`src/design/htt_pkg.sv`:
```
// ----------------------------------------------------------------------------
// htt_pkg
// Shared types, byte constants and the byte classifier for the tag tokenizer.
// ----------------------------------------------------------------------------
package htt_pkg;

  localparam int QDEPTH = 4;
  localparam int QAW    = $clog2(QDEPTH);
  localparam int QCW    = $clog2(QDEPTH + 1);

  localparam logic [7:0] CH_LT    = 8'h3C;
  localparam logic [7:0] CH_SLASH = 8'h2F;
  localparam logic [7:0] CH_GT    = 8'h3E;
  localparam logic [7:0] CH_EQ    = 8'h3D;
  localparam logic [7:0] CH_SP    = 8'h20;
  localparam logic [7:0] CH_QUOTE = 8'h22;

  typedef enum logic [3:0] {
    M_IDLE  = 4'd0,
    M_TEXT  = 4'd1,
    M_LT    = 4'd2,
    M_CLOSE = 4'd3,
    M_OPEN  = 4'd4,
    M_ATTRS = 4'd5,
    M_KEY   = 4'd6,
    M_EQ    = 4'd7,
    M_VALUE = 4'd8,
    M_UNQ   = 4'd9,
    M_SLASH = 4'd10
  } mode_t;

  typedef enum logic [2:0] {
    R_MARKUP = 3'd0,
    R_TEXT   = 3'd1,
    R_OPEN   = 3'd2,
    R_CLOSE  = 3'd3,
    R_KEY    = 3'd4,
    R_VALUE  = 3'd5
  } role_t;

  typedef enum logic [1:0] {
    T_NONE  = 2'd0,
    T_OPEN  = 2'd1,
    T_SELF  = 2'd2,
    T_CLOSE = 2'd3
  } tag_t;

  typedef enum logic [2:0] {
    C_OTHER = 3'd0,
    C_LT    = 3'd1,
    C_SLASH = 3'd2,
    C_GT    = 3'd3,
    C_EQ    = 3'd4,
    C_SP    = 3'd5,
    C_QUOTE = 3'd6
  } cls_t;

  typedef struct packed {
    logic [7:0] ch;
    logic       last;
    cls_t       cls;
  } qitem_t;

  typedef struct packed {
    logic [QCW-1:0] count;
    logic           full;
    logic           empty;
  } qstat_t;

  function automatic cls_t classify(input logic [7:0] c);
    cls_t k;
    case (c)
      CH_LT:    k = C_LT;
      CH_SLASH: k = C_SLASH;
      CH_GT:    k = C_GT;
      CH_EQ:    k = C_EQ;
      CH_SP:    k = C_SP;
      CH_QUOTE: k = C_QUOTE;
      default:  k = C_OTHER;
    endcase
    return k;
  endfunction

endpackage

```
`src/design/htt_front.sv`:
```
// ----------------------------------------------------------------------------
// htt_front
// Input side: takes a byte beat when the queue has room and tags it with its
// character class.
// ----------------------------------------------------------------------------
module htt_front (
  input  logic            in_valid,
  output logic            in_ready,
  input  logic [7:0]      char_in,
  input  logic            last_byte,
  input  htt_pkg::qstat_t q_stat,
  output logic            push,
  output htt_pkg::qitem_t push_item
);

  assign in_ready       = !q_stat.full;
  assign push           = in_valid && !q_stat.full;
  assign push_item.ch   = char_in;
  assign push_item.last = last_byte;
  assign push_item.cls  = htt_pkg::classify(char_in);

endmodule

```
`src/design/htt_fifo.sv`:
```
// ----------------------------------------------------------------------------
// htt_fifo
// Short queue of classified bytes between the front and back parts.
// ----------------------------------------------------------------------------
module htt_fifo (
  input  logic            clk,
  input  logic            rst,
  input  logic            push,
  input  htt_pkg::qitem_t push_item,
  input  logic            pop,
  output htt_pkg::qitem_t pop_item,
  output htt_pkg::qstat_t stat
);

  htt_pkg::qitem_t             mem [htt_pkg::QDEPTH];
  logic [htt_pkg::QAW-1:0]     wr_ptr;
  logic [htt_pkg::QAW-1:0]     rd_ptr;
  logic [htt_pkg::QCW-1:0]     count;

  always_ff @(posedge clk) begin
    if (push) begin
      mem[wr_ptr] <= push_item;
    end
  end

  always_ff @(posedge clk) begin
    if (rst) begin
      wr_ptr <= '0;
      rd_ptr <= '0;
      count  <= '0;
    end else begin
      if (push) begin
        wr_ptr <= wr_ptr + 1'b1;
      end
      if (pop) begin
        rd_ptr <= rd_ptr + 1'b1;
      end
      case ({push, pop})
        2'b10:   count <= count + 1'b1;
        2'b01:   count <= count - 1'b1;
        default: count <= count;
      endcase
    end
  end

  assign pop_item   = mem[rd_ptr];
  assign stat.count = count;
  assign stat.full  = (count == htt_pkg::QCW'(htt_pkg::QDEPTH));
  assign stat.empty = (count == '0);

endmodule

```
`src/design/htt_back.sv`:
```
// ----------------------------------------------------------------------------
// htt_back
// Parse state machine: pops one classified byte per cycle while the output
// register is free, assigns its role and end flags, and registers the result.
// ----------------------------------------------------------------------------
module htt_back (
  input  logic            clk,
  input  logic            rst,
  input  htt_pkg::qstat_t q_stat,
  input  htt_pkg::qitem_t q_item,
  output logic            pop,
  output logic            out_valid,
  input  logic            out_ready,
  output logic [7:0]      char_out,
  output logic [2:0]      role,
  output logic            text_done,
  output logic            attr_done,
  output logic [1:0]      tag_done,
  output logic            unterminated
);

  htt_pkg::mode_t mode;
  htt_pkg::mode_t mode_next;
  htt_pkg::mode_t nxt;
  htt_pkg::role_t r_d;
  htt_pkg::tag_t  t_d;
  logic           td_d;
  logic           ad_d;
  logic           ut_d;

  // output register frees up when empty or being drained this cycle
  assign pop = !q_stat.empty && (!out_valid || out_ready);

  always_ff @(posedge clk) begin
    if (rst) begin
      mode <= htt_pkg::M_IDLE;
    end else begin
      mode <= mode_next;
    end
  end

  always_comb begin
    nxt  = htt_pkg::M_IDLE;
    r_d  = htt_pkg::R_MARKUP;
    t_d  = htt_pkg::T_NONE;
    td_d = 1'b0;
    ad_d = 1'b0;
    ut_d = 1'b0;
    case (mode)
      htt_pkg::M_LT: begin
        case (q_item.cls)
          htt_pkg::C_SLASH: nxt = htt_pkg::M_CLOSE;
          htt_pkg::C_GT:    t_d = htt_pkg::T_OPEN;
          htt_pkg::C_SP:    nxt = htt_pkg::M_ATTRS;
          default: begin
            r_d = htt_pkg::R_OPEN;
            nxt = htt_pkg::M_OPEN;
          end
        endcase
      end
      htt_pkg::M_CLOSE: begin
        if (q_item.cls == htt_pkg::C_GT) begin
          t_d = htt_pkg::T_CLOSE;
        end else begin
          r_d = htt_pkg::R_CLOSE;
          nxt = htt_pkg::M_CLOSE;
        end
      end
      htt_pkg::M_OPEN: begin
        case (q_item.cls)
          htt_pkg::C_GT:    t_d = htt_pkg::T_OPEN;
          htt_pkg::C_SLASH: nxt = htt_pkg::M_SLASH;
          htt_pkg::C_SP:    nxt = htt_pkg::M_ATTRS;
          default: begin
            r_d = htt_pkg::R_OPEN;
            nxt = htt_pkg::M_OPEN;
          end
        endcase
      end
      htt_pkg::M_ATTRS: begin
        case (q_item.cls)
          htt_pkg::C_SP:    nxt = htt_pkg::M_ATTRS;
          htt_pkg::C_GT:    t_d = htt_pkg::T_OPEN;
          htt_pkg::C_SLASH: nxt = htt_pkg::M_SLASH;
          default: begin
            r_d = htt_pkg::R_KEY;
            nxt = htt_pkg::M_KEY;
          end
        endcase
      end
      htt_pkg::M_KEY: begin
        case (q_item.cls)
          htt_pkg::C_EQ: nxt = htt_pkg::M_EQ;
          htt_pkg::C_GT: t_d = htt_pkg::T_OPEN;
          default: begin
            r_d = htt_pkg::R_KEY;
            nxt = htt_pkg::M_KEY;
          end
        endcase
      end
      htt_pkg::M_EQ: begin
        case (q_item.cls)
          htt_pkg::C_SP:    nxt = htt_pkg::M_EQ;
          htt_pkg::C_QUOTE: nxt = htt_pkg::M_VALUE;
          htt_pkg::C_GT:    t_d = htt_pkg::T_OPEN;
          default:          nxt = htt_pkg::M_UNQ;
        endcase
      end
      htt_pkg::M_VALUE: begin
        if (q_item.cls == htt_pkg::C_QUOTE) begin
          ad_d = 1'b1;
          nxt  = htt_pkg::M_ATTRS;
        end else begin
          r_d = htt_pkg::R_VALUE;
          nxt = htt_pkg::M_VALUE;
        end
      end
      htt_pkg::M_UNQ: begin
        case (q_item.cls)
          htt_pkg::C_SP: nxt = htt_pkg::M_ATTRS;
          htt_pkg::C_GT: t_d = htt_pkg::T_OPEN;
          default:       nxt = htt_pkg::M_UNQ;
        endcase
      end
      // self-closing end takes whatever byte follows the slash
      htt_pkg::M_SLASH: t_d = htt_pkg::T_SELF;
      default: begin
        if (q_item.cls == htt_pkg::C_LT) begin
          td_d = (mode == htt_pkg::M_TEXT);
          nxt  = htt_pkg::M_LT;
        end else begin
          r_d = htt_pkg::R_TEXT;
          nxt = htt_pkg::M_TEXT;
        end
      end
    endcase

    // end of document closes a text run or flags an open tag
    if (q_item.last) begin
      if (nxt == htt_pkg::M_TEXT) begin
        td_d = 1'b1;
      end else if (nxt != htt_pkg::M_IDLE) begin
        ut_d = 1'b1;
      end
      nxt = htt_pkg::M_IDLE;
    end

    mode_next = pop ? nxt : mode;
  end

  always_ff @(posedge clk) begin
    if (rst) begin
      out_valid <= 1'b0;
    end else begin
      out_valid <= pop || (out_valid && !out_ready);
    end
  end

  always_ff @(posedge clk) begin
    if (pop) begin
      char_out     <= q_item.ch;
      role         <= r_d;
      text_done    <= td_d;
      attr_done    <= ad_d;
      tag_done     <= t_d;
      unterminated <= ut_d;
    end
  end

endmodule

```
`src/design/html_tag_tokenizer.sv`:
```
// ----------------------------------------------------------------------------
// html_tag_tokenizer
// Classifies markup bytes into text, tag names, attribute keys and values,
// with flags for the ends of text runs, attributes and tags.
// ----------------------------------------------------------------------------
//  channel  handshake             payload
//  input    in_valid / in_ready   char_in, last_byte
//  output   out_valid / out_ready char_out, role, text_done, attr_done,
//                                 tag_done, unterminated
//
//  one byte per clock sustained while out_ready is held high; a byte taken
//  is written into the queue and then into the output register, and an
//  output stall can hold it in the queue.
//  a four-entry queue between classifier and parse machine absorbs output
//  stalls; in_ready drops only when the queue is full.
//  synchronous reset empties the queue, drops out_valid and returns the
//  parse machine to idle.
// ----------------------------------------------------------------------------
module html_tag_tokenizer (
  input  logic       clk,
  input  logic       rst,
  input  logic       in_valid,
  output logic       in_ready,
  input  logic [7:0] char_in,
  input  logic       last_byte,
  output logic       out_valid,
  input  logic       out_ready,
  output logic [7:0] char_out,
  output logic [2:0] role,
  output logic       text_done,
  output logic       attr_done,
  output logic [1:0] tag_done,
  output logic       unterminated
);

  htt_pkg::qstat_t q_stat;
  htt_pkg::qitem_t push_item;
  htt_pkg::qitem_t pop_item;
  logic            push;
  logic            pop;

  htt_front u_front (
    .in_valid  (in_valid),
    .in_ready  (in_ready),
    .char_in   (char_in),
    .last_byte (last_byte),
    .q_stat    (q_stat),
    .push      (push),
    .push_item (push_item)
  );

  htt_fifo u_fifo (
    .clk       (clk),
    .rst       (rst),
    .push      (push),
    .push_item (push_item),
    .pop       (pop),
    .pop_item  (pop_item),
    .stat      (q_stat)
  );

  htt_back u_back (
    .clk          (clk),
    .rst          (rst),
    .q_stat       (q_stat),
    .q_item       (pop_item),
    .pop          (pop),
    .out_valid    (out_valid),
    .out_ready    (out_ready),
    .char_out     (char_out),
    .role         (role),
    .text_done    (text_done),
    .attr_done    (attr_done),
    .tag_done     (tag_done),
    .unterminated (unterminated)
  );

`ifndef SYNTHESIS
  a_q_bound: assert property (@(posedge clk) disable iff (rst)
    q_stat.count <= htt_pkg::QCW'(htt_pkg::QDEPTH))
    else $error("queue count beyond depth");

  a_q_flow: assert property (@(posedge clk) disable iff (rst)
    (push && !pop) |=> (q_stat.count == $past(q_stat.count) + 1'b1))
    else $error("queue count missed a beat");

  a_tag_markup: assert property (@(posedge clk) disable iff (rst)
    (out_valid && tag_done != htt_pkg::T_NONE) |->
      (role == htt_pkg::R_MARKUP && unterminated == 1'b0))
    else $error("tag end on a non-markup or unterminated beat");

  a_attr_quote: assert property (@(posedge clk) disable iff (rst)
    (out_valid && attr_done) |->
      (char_out == htt_pkg::CH_QUOTE && role == htt_pkg::R_MARKUP))
    else $error("attribute end away from a closing quote");
`endif

endmodule
```
`config.mk`:
```
export PLATFORM = sky130hd
export DESIGN_NAME = html_tag_tokenizer
export DESIGN_NICKNAME = d
export VERILOG_FILES = /design/src/design/htt_pkg.sv /design/src/design/htt_front.sv /design/src/design/htt_fifo.sv /design/src/design/htt_back.sv /design/src/design/html_tag_tokenizer.sv
export SDC_FILE = /design/constraint.sdc
export NUM_CORES = 1
export LEC_CHECK = 0
export BUFFER_PORTS_ARGS = -buffer_cell sky130_fd_sc_hd__buf_4
export CAP_MARGIN = 0
export CORE_MARGIN = 8
export CORE_UTILIZATION = 45
export CTS_BUF_LIST = sky130_fd_sc_hd__clkbuf_4
export DETAILED_ROUTE_END_ITERATION = 8
export SYNTH_ARGS = -nofsm -noshare
export SYNTH_HDL_FRONTEND = slang
export SYNTH_SLANG_ARGS = --single-unit
```
`constraint.sdc`:
```
create_clock -name clk -period 4 [get_ports clk]
set_input_delay 0.4 -clock clk [delete_from_list [all_inputs] [get_ports clk]]
set_output_delay 0.4 -clock clk [all_outputs]
set_load 0.02 [all_outputs]
```
==> metrics.yaml <==
route:
  dr_total_vias: 2192
  drtIter0Drc: 129
  drc: 0
  routed_wirelength_um: 6640
  vias_per_cell: 5.48
  avgRoutedWirePerCell_um: 16.6
  firstDrtPassIters: 4
  antenna_left: 0
synthesis:
  synthCells: 262
  avgSynthCellArea_um2: 13.4
  yosys.area_share.simple_pct: 12.8
  yosysSeqAreaShare_pct: 62.7
  synth_enable_flop_cells: 64
  synth_area_leaders: "edfxtp_1, dfxtp_1, mux4_2, nor2_1, a21oi_1"
  synth_xor_area_share_pct: 1.50
  synth-compound-area-share_pct: 9.97
  synth_flop_cell: "edfxtp_1"
  async_flop_share_pct: 0
  synth.mux.area_fraction_pct: 7.98
  yosysMostFrequentCell: "edfxtp_1"
  syn_area_um2: 3510
  synth_commonest_cells: "edfxtp_1, nor2_1, a21oi_1"
  yosys.area.top_type: "edfxtp_1"
  syn_nets: 281
  synth_fa_ha_area_share_pct: 2.35
  ys_types: 53
  synth.top_cell.area_share_pct: 54.7
  yosysWarnings: 0
  ys_ff_latch: 78
  synth_top_family_by_area: "simple AND/OR/NAND/NOR gates"
clock_tree:
  clkTransAtPathRegs_ns: 0.12
  cts_buffers: 9
  root_buffer: "clkbuf_4"
  clock_latency_ns: 0.40
  h-tree-depth: 3
  postCtsSetupRepairBufs: 0
  cts_resized: 0
  cts_tree: "yes"
  clock_path_buffers: 2
  numClockSinks: 78
  hold_buffers: 0
pwr:
  p_sw_mw: 0.970
  p_comb_share_pct: 35.8
  clkPwrFrac_pct: 20.5
  leakage_nw: 1.36
  p_int_mw: 1.84
  swShare_pct: 34.5
  power.density_nw_per_um2: 699
  ir_drop_v: 0.000355
  pwr-share-seq_pct: 43.7
sta:
  finalCritPeriodShare_pct: 70.4
  slew_viol_final: 0
  setup_viol: 0
  fmax_ghz: 0.355
  finalSetupTns_ns: 0
  worst_clock_skew_ns: 0.0121
  fin_ws_ns: 1.18
  max_slew_margin_pct: 54.5
  finalHoldViolations: 0
  tightestPinTransition_ns: 0.682
  rsz0062_at_grt: "false"
  fin_crit_ns: 2.82
layout:
  post-route-util_pct: 52.6
  diodes: 0
  syn2layout_area_growth_pct: 14.5
  num-nets-final: 313
  drive_above_1_share_pct: 21.1
floorplan:
  die_x_um: 104
  die_y_um: 104
  initial_utilization_pct: 45.9
  fp-row-count: 32
  coreArea_um2: 7650
  die_area_um2: 10900
  io_pins: 31
job:
  cap_violations: 0
global_route:
  track_usage_pct: 12.4
  antenna_found_initial: 0
  overflow: 0
  grt_max_degree: 20
  grt_pass1_vias: 2177
  grt_pass1_wl_um: 10900
worst_hold_path:
  min_path_type: "in2reg"
  holdPathStages: 1
setup_path:
  path_delay_family: "compound AO/OA/AOI/OAI gates"
  worstPathRequired_ns: 4.16
  slowest_delay_ns: 0.74
  crit_cells: 6
  crit_chain: "mux4_2 > nand3b_1 > a21bo_1 > a2111oi_1 > nor2_1 > a32o_1"
  startpoint_type: "register"
  crit_type: "reg2reg"
  cp_num_buf_inv: 0
  critPathMaxFanout: 18
  arrival_ns: 2.98
  worst_setup_path_end_kind: "register"
  reg2reg_depth: 6
  slowest_stage: "dfxtp_1"
outcome:
  outcome: "completed"
placement:
  dpl_worst_slack_ns: 1.21
  portBuffers: 30
  gp_congestion: 0.886
  dp_hpwl_um: 4450
logic make-up after synthesis:
group | after synthesis
AND/OR/NAND/NOR | 83
flip-flops | 78
AO/OA/AOI/OAI | 52
buffers and inverters | 24
multiplexers | 13
XOR/XNOR | 6
adder cells (fa/ha/maj) | 6
layout by cell type (no fill, tap or decap), types with 3 or more instances in the layout:
master	count
a211oi_1	4
a21oi_1	15
a22oi_1	3
and3_1	6
buf_4	34
bufinv_16	3
clkbuf_4	9
dfxtp_1	14
edfxtp_1	64
ha_1	5
inv_1	11
mux4_2	12
nand2_1	12
nand2b_1	9
nor2_1	23
nor2b_1	4
nor3_1	7
nor3b_1	3
o211ai_1	5
o21ai_0	5
o22ai_1	3
or4_1	3
xnor2_1	3
xor2_1	3
cell type report:
class	count	area [um2]
Timing Repair Buffer	34	255
Clock inverter	6	111
Inverter	11	41.3
Clock buffer	9	67.6
Fill cell	649	3630
Multi-Input combinational cell	160	1220
Sequential cell	78	2200
Tap cell	102	128
worst paths after layout:
path / startpoint / end / slack, ns
min: char_in[6] / u_fifo.mem[2][10]$_DFFE_PP_ / 0.20
max: register / u_back.text_done$_DFFE_PP_ / 1.18
max reg2reg: register / u_back.text_done$_DFFE_PP_ / 1.18
min reg2reg: u_back.out_valid$_SDFF_PP0_ / u_back.out_valid$_SDFF_PP0_ / 0.49
routing by layer:
layer	global-route usage, %	wire length [um]	vias to the layer above
met5	0	0	-
met4	3.62	76	0
met3	4.46	333	6
met2	19.6	3160	54
met1	15.5	3070	1056
li1	-	-	1076
per-stage QoR:
step           instances  instance area, um2  hold WS [ns]  total power, mW
3_5_place_dp         385                3840         0.477             2.27
3_3_place_gp         385                3840         0.460             2.26
5_1_grt              400                4020         0.154             2.98
4_1_cts              400                4020         0.170             2.84
6_report             400                4020         0.198             2.81
2_1_floorplan        262                3510         0.463             1.93
sequential cells by signal, indices dropped and copies added, names as in the netlist, named ones only:
signal and count:
u_back.role 3, u_back.tag_done 2, u_back.mode 4, u_fifo.wr_ptr 2, u_back.unterminated 1, u_back.text_done 1, u_fifo.rd_ptr 2, u_back.out_valid 1
u_back.char_out 8, u_fifo.mem 48, u_fifo.count 3, u_back.attr_done 1
power groups by stage:
stage	Combinational, mW	Clock (mW)	Sequential [mW]
2_1_floorplan	0.626	0	1.30
3_3_place_gp	1.01	0	1.25
3_5_place_dp	1.02	0	1.25
4_1_cts	1.02	0.588	1.23
5_1_grt	1.12	0.616	1.25
6_report	1.01	0.575	1.23
Power figures use the tool's default switching activity.
